### config.mk
export PLATFORM = sky130hd
export DESIGN_NAME = fixed_block_pool_allocator_unit
export DESIGN_NICKNAME = d
export VERILOG_FILES = /design/src/rtl/fbpa_pkg.sv /design/src/rtl/fixed_block_pool_allocator_unit.sv
export SDC_FILE = /design/constraint.sdc
export NUM_CORES = 2
export LEC_CHECK = 0
export BUFFER_PORTS_ARGS = -buffer_cell sky130_fd_sc_hd__buf_2
export CORE_AREA = 10 10 607 609
export DETAILED_ROUTE_END_ITERATION = 7
export DIE_AREA = 0 0 617 619
export GPL_ROUTABILITY_DRIVEN = 0
export PLACE_DENSITY = 0.37
export REMOVE_ABC_BUFFERS = 1
export SKIP_LAST_GASP = 1
export SLEW_MARGIN = 20
export SYNTH_ARGS = -nofsm -noshare
export SYNTH_HDL_FRONTEND = slang
export SYNTH_SLANG_ARGS = --single-unit
### constraint.sdc
create_clock -name clk -period 12.5 [get_ports clk]
set_input_delay 2.5 -clock clk [delete_from_list [all_inputs] [get_ports clk]]
set_output_delay 2.5 -clock clk [all_outputs]
set_load 0.01 [all_outputs]
### src/rtl/fbpa_pkg.sv
`default_nettype none

package fbpa_pkg;

  typedef enum logic [1:0] {
    ST_OK    = 2'd0,
    ST_EMPTY = 2'd1,
    ST_ERROR = 2'd2
  } status_t;

  typedef enum logic {
    MODE_ALLOC = 1'b0,
    MODE_FREE  = 1'b1
  } mode_t;

  localparam int unsigned CFG_IDX_W = 1;
  localparam logic [CFG_IDX_W-1:0] REG_POOL_BLOCKS  = 1'b0;
  localparam logic [CFG_IDX_W-1:0] REG_BLOCK_STRIDE = 1'b1;

  localparam int unsigned IDX_W    = 8;
  localparam int unsigned STRIDE_W = 16;
  localparam int unsigned OFF_W    = 24;
  localparam int unsigned ALU_W    = OFF_W + 1;
  localparam int unsigned CNT_W    = 5;

  localparam logic [CNT_W-1:0] MUL_LAST = CNT_W'(IDX_W - 1);
  localparam logic [CNT_W-1:0] DIV_LAST = CNT_W'(OFF_W - 1);

endpackage

`default_nettype wire

### src/rtl/fixed_block_pool_allocator_unit.sv
`default_nettype none
// Channel    | Ports                                          | Handshake
// request    | start, in_mode, in_free_offset                 | taken when start && !busy
// result     | out_valid, out_status, out_block_offset,       | one-cycle strobe
//            | out_blocks_in_use                              |
// config     | cfg_we, cfg_index, cfg_wdata                   | written when cfg_we
//
// Refused requests (empty or error) answer in the cycle after acceptance.
// Allocate: a stack read (S_READ), then shift-add multiplication on the shared adder (S_MUL).
// Free: restoring division on the shared adder (S_DIV), with the push in its final step.
// Reset (rst_n low, synchronous) empties the stack top and marks all stack entries
// as holding their own index; no clearing pass is needed.
// The result strobe cannot be held off; busy stays high until the result is shown.
module fixed_block_pool_allocator_unit #(
  parameter int unsigned MAX_BLOCKS = 255
) (
  input  wire logic                           clk,
  input  wire logic                           rst_n,
  input  wire logic                           start,
  output logic                                busy,
  input  wire logic                           in_mode,
  input  wire logic [fbpa_pkg::OFF_W-1:0]     in_free_offset,
  output logic                                out_valid,
  output logic [1:0]                          out_status,
  output logic [fbpa_pkg::OFF_W-1:0]          out_block_offset,
  output logic [7:0]                          out_blocks_in_use,
  input  wire logic                           cfg_we,
  input  wire logic [fbpa_pkg::CFG_IDX_W-1:0] cfg_index,
  input  wire logic [fbpa_pkg::STRIDE_W-1:0]  cfg_wdata
);

  localparam int unsigned AW = (MAX_BLOCKS > 1) ? $clog2(MAX_BLOCKS) : 1;
  localparam logic [7:0] MAX_B = 8'(MAX_BLOCKS);

  typedef enum logic [1:0] {
    S_IDLE,
    S_READ,
    S_MUL,
    S_DIV
  } state_t;

  state_t                           state_r;
  logic [7:0]                       top_r;
  logic [7:0]                       pool_blocks_r;
  logic [fbpa_pkg::STRIDE_W-1:0]    block_stride_r;
  logic [fbpa_pkg::OFF_W-1:0]       work_r;
  logic [fbpa_pkg::STRIDE_W-1:0]    rem_r;
  logic [7:0]                       idx_r;
  logic [fbpa_pkg::CNT_W-1:0]       cnt_r;
  logic                             out_valid_r;
  logic [1:0]                       out_status_r;
  logic [fbpa_pkg::OFF_W-1:0]       out_offset_r;
  logic [7:0]                       out_in_use_r;

  logic [7:0]                       stack_mem [MAX_BLOCKS];
  logic [MAX_BLOCKS-1:0]            valid_r;
  logic [7:0]                       rd_data_r;
  logic                             rd_valid_r;

  logic [7:0]                       usable;
  logic [7:0]                       top_dec;
  logic [AW-1:0]                    rd_addr;
  logic [AW-1:0]                    wr_addr;
  logic                             wr_en;

  logic [fbpa_pkg::ALU_W-1:0]       alu_a;
  logic [fbpa_pkg::ALU_W-1:0]       alu_b;
  logic                             alu_sub;
  logic [fbpa_pkg::ALU_W-1:0]       alu_res;

  logic [fbpa_pkg::STRIDE_W:0]      rem_sh;
  logic                             qbit;
  logic [fbpa_pkg::STRIDE_W-1:0]    rem_nxt;
  logic [fbpa_pkg::OFF_W-1:0]       work_nxt;
  logic [fbpa_pkg::OFF_W-1:0]       acc_nxt;

  assign usable  = (pool_blocks_r > MAX_B) ? MAX_B : pool_blocks_r;
  assign top_dec = top_r - 8'd1;
  assign rd_addr = top_r[AW-1:0];
  assign wr_addr = top_dec[AW-1:0];

  // shared adder / subtractor
  always_comb begin
    alu_a   = '0;
    alu_b   = '0;
    alu_sub = 1'b0;
    rem_sh  = {rem_r, work_r[fbpa_pkg::OFF_W-1]};
    if (state_r == S_DIV) begin
      alu_a   = fbpa_pkg::ALU_W'(rem_sh);
      alu_b   = fbpa_pkg::ALU_W'(block_stride_r);
      alu_sub = 1'b1;
    end else begin
      alu_a   = {1'b0, work_r[fbpa_pkg::OFF_W-2:0], 1'b0};
      alu_b   = idx_r[7] ? fbpa_pkg::ALU_W'(block_stride_r) : '0;
      alu_sub = 1'b0;
    end
    alu_res = alu_a + (alu_sub ? ~alu_b : alu_b) + fbpa_pkg::ALU_W'(alu_sub);
  end

  assign qbit     = ~alu_res[fbpa_pkg::ALU_W-1];
  assign rem_nxt  = qbit ? alu_res[fbpa_pkg::STRIDE_W-1:0] : rem_sh[fbpa_pkg::STRIDE_W-1:0];
  assign work_nxt = {work_r[fbpa_pkg::OFF_W-2:0], qbit};
  assign acc_nxt  = alu_res[fbpa_pkg::OFF_W-1:0];
  assign wr_en    = (state_r == S_DIV) && (cnt_r == fbpa_pkg::DIV_LAST) && (top_dec < MAX_B);

  always_ff @(posedge clk) begin
    if (wr_en) begin
      stack_mem[wr_addr] <= work_nxt[7:0];
    end
    rd_data_r <= stack_mem[rd_addr];
  end

  always_ff @(posedge clk) begin
    if (!rst_n) begin
      valid_r    <= '0;
      rd_valid_r <= 1'b0;
    end else begin
      if (wr_en) begin
        valid_r[wr_addr] <= 1'b1;
      end
      rd_valid_r <= valid_r[rd_addr];
    end
  end

  always_ff @(posedge clk) begin
    if (!rst_n) begin
      state_r        <= S_IDLE;
      top_r          <= '0;
      pool_blocks_r  <= 8'd255;
      block_stride_r <= 16'd1;
      cnt_r          <= '0;
      out_valid_r    <= 1'b0;
    end else begin
      out_valid_r <= 1'b0;
      if (cfg_we) begin
        case (cfg_index)
          fbpa_pkg::REG_POOL_BLOCKS:  pool_blocks_r  <= cfg_wdata[7:0];
          fbpa_pkg::REG_BLOCK_STRIDE: block_stride_r <= cfg_wdata;
          default: ;
        endcase
      end
      case (state_r)
        S_IDLE: begin
          if (start) begin
            cnt_r <= '0;
            if (in_mode == fbpa_pkg::MODE_ALLOC) begin
              if (top_r >= usable) begin
                out_valid_r  <= 1'b1;
                out_status_r <= fbpa_pkg::ST_EMPTY;
                out_offset_r <= '0;
                out_in_use_r <= top_r;
              end else begin
                state_r <= S_READ;
              end
            end else begin
              if (top_r == 8'd0) begin
                out_valid_r  <= 1'b1;
                out_status_r <= fbpa_pkg::ST_ERROR;
                out_offset_r <= '0;
                out_in_use_r <= top_r;
              end else begin
                work_r  <= in_free_offset;
                rem_r   <= '0;
                state_r <= S_DIV;
              end
            end
          end
        end
        S_READ: begin
          idx_r   <= rd_valid_r ? rd_data_r : top_r;
          work_r  <= '0;
          state_r <= S_MUL;
        end
        S_MUL: begin
          work_r <= acc_nxt;
          idx_r  <= {idx_r[6:0], 1'b0};
          cnt_r  <= cnt_r + 1'b1;
          if (cnt_r == fbpa_pkg::MUL_LAST) begin
            top_r        <= top_r + 8'd1;
            out_valid_r  <= 1'b1;
            out_status_r <= fbpa_pkg::ST_OK;
            out_offset_r <= acc_nxt;
            out_in_use_r <= top_r + 8'd1;
            state_r      <= S_IDLE;
          end
        end
        S_DIV: begin
          work_r <= work_nxt;
          rem_r  <= rem_nxt;
          cnt_r  <= cnt_r + 1'b1;
          if (cnt_r == fbpa_pkg::DIV_LAST) begin
            top_r        <= top_dec;
            out_valid_r  <= 1'b1;
            out_status_r <= fbpa_pkg::ST_OK;
            out_offset_r <= '0;
            out_in_use_r <= top_dec;
            state_r      <= S_IDLE;
          end
        end
        default: state_r <= S_IDLE;
      endcase
    end
  end

  assign busy              = (state_r != S_IDLE);
  assign out_valid         = out_valid_r;
  assign out_status        = out_status_r;
  assign out_block_offset  = out_offset_r;
  assign out_blocks_in_use = out_in_use_r;

endmodule

`default_nettype wire
# After elaboration in Yosys (flattened, before gate mapping)
# Memory sizes are Yosys's and may differ from the RTL's. A register that Yosys moved wholly into a read port is not among the register bits.
# Cells that the tools add are included.
[totals]
register_bits = 378
latch_bits = 0
ramBits = 2040
mem_bits_ro = 0
in_bits = 46
output_inout_bits = 36
word_cells = 124
mem_count = 1
[classes]
addsub = 5
n_mul = 0
div = 0
n_lt_le_gt_ge = 6
n_eq_ne = 14
n_shift = 0
n_mux = 59
bitwise = 4
reduce_logical = 21
[memory_table]
columns = ["memory", "depth", "width", "rd", "rd_ports_with_merged_regs", "wr", "line_no", "text"]
rows = [
  ["stack_mem", 255, 8, 1, 1, 1, "fixed_block_pool_allocator_unit.sv:55", "logic [7:0] stack_mem [MAX_BLOCKS];"],
]
[ops]
columns = ["op", "n"]
rows = [
  ["OR 255 bit", 1],
  ["2-to-1 mux 24 bit", 10],
  ["2-to-1 mux 16 bit", 6],
  ["one-hot mux 24 bit (4 select lines)", 1],
  ["one-hot mux 24 bit (3 select lines)", 1],
  ["2-to-1 mux 8 bit", 8],
  ["one-hot mux 16 bit (2 select lines)", 1],
  ["one-hot mux 8 bit (2 select lines)", 2],
  ["adder 25 x 1 -> 25 bit", 1],
  ["adder 25 bit", 1],
  ["2-to-1 mux 25 bit", 1],
  ["NOT 25 bit", 1],
  ["one-hot mux 8 bit (3 select lines)", 1],
  ["2-to-1 mux 2 bit", 10],
  ["less-than comparator 8 x 9 -> 1 bit, second input constant", 2],
  ["inequality test 3 bit, second input constant", 4],
  ["2-to-1 mux 1 bit", 11],
  ["one-hot mux 5 bit (2 select lines)", 1],
  ["AND reduction 5 bit", 2],
  ["nonzero test 2 bit", 5],
  ["adder 8 x 1 -> 8 bit, second input constant", 1],
  ["binary-select mux 1 bit (select 8 bit)", 1],
  ["demux 1 bit (select 8 bit)", 1],
  [">= comparator 8 x 1 -> 1 bit, second input constant", 1],
  ["25 further kinds", 35],
]

# Depth between registers and ports, before layout
[logic_depth]
depth_word = 8
ltp_mapped = 22
mapped_depth_nobuf = 18

# Worst setup path before layout
# No wires, ideal clock.
[synth_path]
path_type = "register -> register"
startpoint = "register work_r[1] in the netlist's numbering"
endpoint = "memory stack_mem[0][0], data pin"
setup_time_ns = 1.042
arrival_time_ns = 9.915
path_slack_ns = 1.542
stages_incl_launch_ff = 15
n_path_buf = 2
period_less_slack_ns = 10.958
cell_sequence = "edfxtp_1 -> mux2_2 -> ha_1 -> a211oi_1 -> o21bai_1 -> o211ai_1 -> a21oi_1 -> o21ai_1 -> nor2_1 -> o211ai_1 -> nand2_1 -> ha_1 -> clkbuf_1 -> inv_1 -> clkbuf_1"
[synth_via]
elab_chain_len = 4
[synth_rtl]
columns = ["item", "line_no", "text"]
rows = [
  ["from (decl)", "fixed_block_pool_allocator_unit.sv:46", "logic [fbpa_pkg::OFF_W-1:0] work_r;"],
  ["from (signal assigned)", "fixed_block_pool_allocator_unit.sv:162", "work_r <= in_free_offset;"],
  ["from (signal assigned)", "fixed_block_pool_allocator_unit.sv:175", "work_r <= acc_nxt;"],
  ["from (signal assigned)", "fixed_block_pool_allocator_unit.sv:188", "work_r <= work_nxt;"],
  ["2-to-1 mux 24 bit", "fixed_block_pool_allocator_unit.sv:88", "if (state_r == S_DIV) begin"],
  ["adder 25 bit", "fixed_block_pool_allocator_unit.sv:97", "alu_res = alu_a + (alu_sub ? ~alu_b : alu_b) + fbpa_pkg::ALU_W'(alu_sub);"],
  ["adder 25 x 1 -> 25 bit", "fixed_block_pool_allocator_unit.sv:97", ""],
  ["NOT 1 bit", "fixed_block_pool_allocator_unit.sv:100", "assign qbit = ~alu_res[fbpa_pkg::ALU_W-1];"],
  ["via qbit", "fixed_block_pool_allocator_unit.sv:72", "logic qbit;"],
  ["to (decl)", "fixed_block_pool_allocator_unit.sv:55", ""],
]
# The timed path passes the listed nets, and every way through them passes these cells.

# Worst setup path after layout
[layout_path]
startpoint = "register state_r[1]"
endpoint = "memory stack_mem[53][0], data pin"
[layout_via]
elab_chain_len = 7
word_cells_on_any_way = 9
classes_between = "add/sub: 2; eq/ne: 1; mux: 4; bitwise: 2"
[layout_rtl]
columns = ["item", "line_no", "text"]
rows = [
  ["from (decl)", "fixed_block_pool_allocator_unit.sv:42", "state_t state_r;"],
  ["from (signal assigned)", "fixed_block_pool_allocator_unit.sv:127", "state_r <= S_IDLE;"],
  ["from (signal assigned)", "fixed_block_pool_allocator_unit.sv:153", "state_r <= S_READ;"],
  ["from (signal assigned)", "fixed_block_pool_allocator_unit.sv:164", "state_r <= S_DIV;"],
  ["equality test 2 bit *", "fixed_block_pool_allocator_unit.sv:88", ""],
  ["2-to-1 mux 16 bit", "fixed_block_pool_allocator_unit.sv:88", ""],
  ["NOT 25 bit", "fixed_block_pool_allocator_unit.sv:97", ""],
  ["2-to-1 mux 25 bit", "fixed_block_pool_allocator_unit.sv:97", ""],
  ["adder 25 bit", "fixed_block_pool_allocator_unit.sv:97", ""],
  ["adder 25 x 1 -> 25 bit *", "fixed_block_pool_allocator_unit.sv:97", ""],
  ["NOT 1 bit *", "fixed_block_pool_allocator_unit.sv:100", ""],
]
# Mark *: on every way between the ends. The rest lies on a longest branch, timed or not.

==> metrics.md <==
| Metric | Value |
|---|---|
| Reg2reg end | stack_mem[53][0]$_DFFE_PP_ |
| Hold Buf Count CTS | 0 |
| Root Driver | clkbuf_16 |
| EDFF count, synth | 2122 |
| Clock share of power | 36.6% |
| Remaining antenna violation count | 0 |
| DP Worst Slack | 6.16 ns |
| WL final | 313000 um |
| Syn. warnings | 0 |
| Worst setup path start | state_r[1]$_SDFFE_PN0P_ |
| RSZ-0062 raised after global routing | no |
| Row cnt | 219 |
| CP Launch Type | flop |
| Slack of the worst reg-to-reg path | 6.15 ns |
| H-tree depth | 5 |
| F_max | 157 MHz |
| Req. time, crit path | 13.06 ns |
| Global-route wire length before repair | approximately 430000 um |
| Critical path destination | stack_mem[53][0]$_DFFE_PP_ |
| Post-synthesis sequential area ratio | 72.9% |
| Overflow after GRT | 0 |
| Share of layout cells above drive strength 1 | 25.4% |
| Max VDD drop | 0.000215 V |
| Critical Path AT | roughly 6.9 ns |
| TritonRoute pass-1 iters | 5 |
| Area growth syn-to-layout | 16.0% |
| Setup TNS Final | 0 ns |
| Clock sinks | 2426 |
| Core area | 0.355 mm^2 |
| CP Class | reg2reg |
| Starting DRT DRC Count | between 4k and 5k |
| Clock transition at path regs | 0.06 ns |
| Synth unique cells | 81 |
| Max-slew violation count | 0 |
| Final HPWL DP | ~190000 um |
| Antenna violations before repair | 25 |
| Reg-to-Reg Start | state_r[1]$_SDFFE_PN0P_ |
| Pint | approximately 16 mW |
| Global Route Usage Sum | 15.8% |
| Async SR Flop Fraction | 0% |
| Worst Setup Slack, final | a little over 6 ns |
| P per Cell Area | 197 mW/mm^2 |
| FF-to-FF path depth | 18 |
| Sw Share | 29.2% |
| DR vias/cell | 4.89 |
| PortBufs | slightly above 80 |
| Wire length per cell | just over 30 um |
| Total of max-cap violations | 0 |
| Post_cts resized | 0 |
| Die ar. | 0.382 mm^2 |
| Fin crit period | 6.35 ns |
| Final setup fails | 0 |
| Die height | slightly above 600 um |
| Logic pwr share | 20.2% |
| Sequential Power Share | around 43% |
| Worst-path fanout max | 147 |
| Vias in the first global route | 51.4k |
| Hold Crit Start | valid_r[86]$_SDFFE_PN0P_ |
| Max-slew headroom | 13.8% |
| Netlist Area Pre-Place | about 0.096 mm^2 |
| Fin Clk Skew | 0.0287 ns |
| Status | finished clean |
| Tightest Pin Transition | approximately 1.3 ns |
| P_leak | 33.9 nW |
| Final-report hold violation count | 0 |
| Final Total Pwr | 21.9 mW |
| #FFs+latches synth | 2426 |
| Top Ports | 82 |
| # DRC | 0 |
| Num CTS Buffers | ~280 |
| Worst hold path type | reg2reg |
| Clock latency on the worst-skew pair | approximately 0.90 ns |
| Top_reg_cell synth | edfxtp_1 |
| Nets@finish | approximately 5.4k |
| Switching power | 6.41 mW |
| Mapped Cells | approximately 5.1k |
| Tcrit/Tclk final | 50.8% |
| Average cell area after synthesis | 18.8 um^2 |
| Hold depth | 1 |
| CTS tree | yes |
| Via count | 50.3k |
| Type of destination of the critical path | flop |
| Post-CTS Setup Bufs | 0 |
| Starting Density | 27.0% |
| Die X-Extent | 617 um |
| Pin count of the biggest net entering global routing | roughly 190 |
| Max Root-Sink Buffers | 4 |
==> synth_stat cells, types with 45 or more instances <==
master	instances	area (um^2)
o21a_1	259	1940
o21ai_0	94	470
clkbuf_1	157	589
dfxtp_1	304	6090
edfxtp_1	2122	63700
a22oi_1	93	698
a21oi_1	121	606
nand2_1	225	845
buf_2	84	420
nor2_1	294	1100
mux2i_1	60	601
a221oi_1	45	394
mux4_2	598	13500
==> power groups by stage <==
| stage | Combinational [mW] | Sequential (mW) | Clock [mW] |
|---|---|---|---|
| after global placement | 4.51 | 9.64 | 0 |
| after floorplan | 3.04 | 10.1 | 0 |
| after detailed placement | 4.55 | 9.64 | 0 |
| final | 4.43 | 9.47 | 8.01 |
| after CTS | 4.55 | 9.47 | 8.25 |
| after global routing | 4.73 | 9.48 | 8.55 |
==> kinds of logic after synthesis <==
group / share of synthesized area (%)
mux: 14.9
xor+xnor: 0.256
flops: 72.9
simple gates: 3.48
buf+inv: 1.91
fa+ha+maj: 0.491
compound gates: 6.07
==> critical path, cell delays in order (launching register included) <==
cell	delay, ns
dfxtp_1	0.41
ha_2	0.21
buf_4	0.51
nor2b_1	0.10
buf_4	0.22
nand2_1	0.08
o21ai_0	0.14
fa_1	0.53
a211oi_1	0.31
o21bai_1	0.15
o211ai_1	0.34
a21oi_1	0.15
o21ai_1	0.29
nor2_1	0.09
o211ai_1	0.20
nand2_1	0.08
ha_1	0.63
inv_8	0.72
buf_4	0.73
==> sequential cells by signal (all words and copies together), names as in the netlist, 16 cells and up <==
signal / cells
stack_mem: 2040
block_stride_r: 16
valid_r: 255
work_r: 24
rem_r: 16
out_block_offset: 24
==> worst min path at each step <==
stage	to	slack, ns
6_report	valid_r[86]$_SDFFE_PN0P_	0.46
4_1_cts	valid_r[190]$_SDFFE_PN0P_	0.46
5_1_grt	valid_r[190]$_SDFFE_PN0P_	0.47
2_1_floorplan	valid_r[102]$_SDFFE_PN0P_	0.44
3_3_place_gp	valid_r[74]$_SDFFE_PN0P_	0.44
3_5_place_dp	valid_r[98]$_SDFFE_PN0P_	0.45
==> cells in the final DEF (no fill, tap or decap), types with 15 or more instances in the layout <==
| cell | n |
|---|---|
| mux2_2 | 21 |
| buf_2 | 80 |
| and2_1 | 24 |
| a22o_1 | 40 |
| clkbuf_8 | 21 |
| nor2_2 | 59 |
| o22ai_1 | 27 |
| clkbuf_16 | 290 |
| edfxtp_1 | 2122 |
| mux2i_1 | 60 |
| nand2_1 | 210 |
| clkbuf_1 | 69 |
| inv_1 | 28 |
| o211ai_1 | 24 |
| clkinv_2 | 53 |
| a21oi_1 | 120 |
| buf_12 | 15 |
| nor2_1 | 258 |
| nor3_1 | 20 |
| a21boi_0 | 24 |
| xnor2_1 | 16 |
| dfxtp_1 | 297 |
| o21ai_0 | 94 |
| a221oi_1 | 45 |
| clkinv_1 | 42 |
| o21a_1 | 259 |
| mux4_2 | 598 |
| nor2b_1 | 17 |
| nand3_1 | 34 |
| ha_1 | 33 |
| a22oi_1 | 93 |
| buf_4 | 155 |
==> final cells by class <==
type	instances	area, um^2
sequential	2426	69800
antenna	8	20.0
clock buffer	380	7800
inverter	30	120
tap	4751	5940
fill	34400	244000
multi-input combinational	2305	24400
timing repair buffer	257	1960
clock inverter	129	1040
==> metrics by stage <==
stage	util (%)	hold WS (ns)	instance area (um^2)	cells
2_1_floorplan	-	0.435	94100	4761
3_3_place_gp	28.7	0.441	102000	9763
3_5_place_dp	28.8	0.448	102000	9766
4_1_cts	31.2	0.461	111000	10300
5_1_grt	31.3	0.470	111000	10300
6_report	31.3	0.458	111000	10300
==> metal layers <==
layer | vias up | share of wire [%] | wire length (um) | GRT usage (%)
li1 | 21200 | - | - | -
met1 | 27400 | 46 | 143000 | 22.5
met2 | 1345 | 48 | 149000 | 26.0
met3 | 340 | 4.7 | 14700 | 2.24
met4 | 2 | 1.8 | 5550 | 3.14
met5 | - | 0.0042 | 13 | 0
No activity file was read; power rests on OpenSTA's default activity.
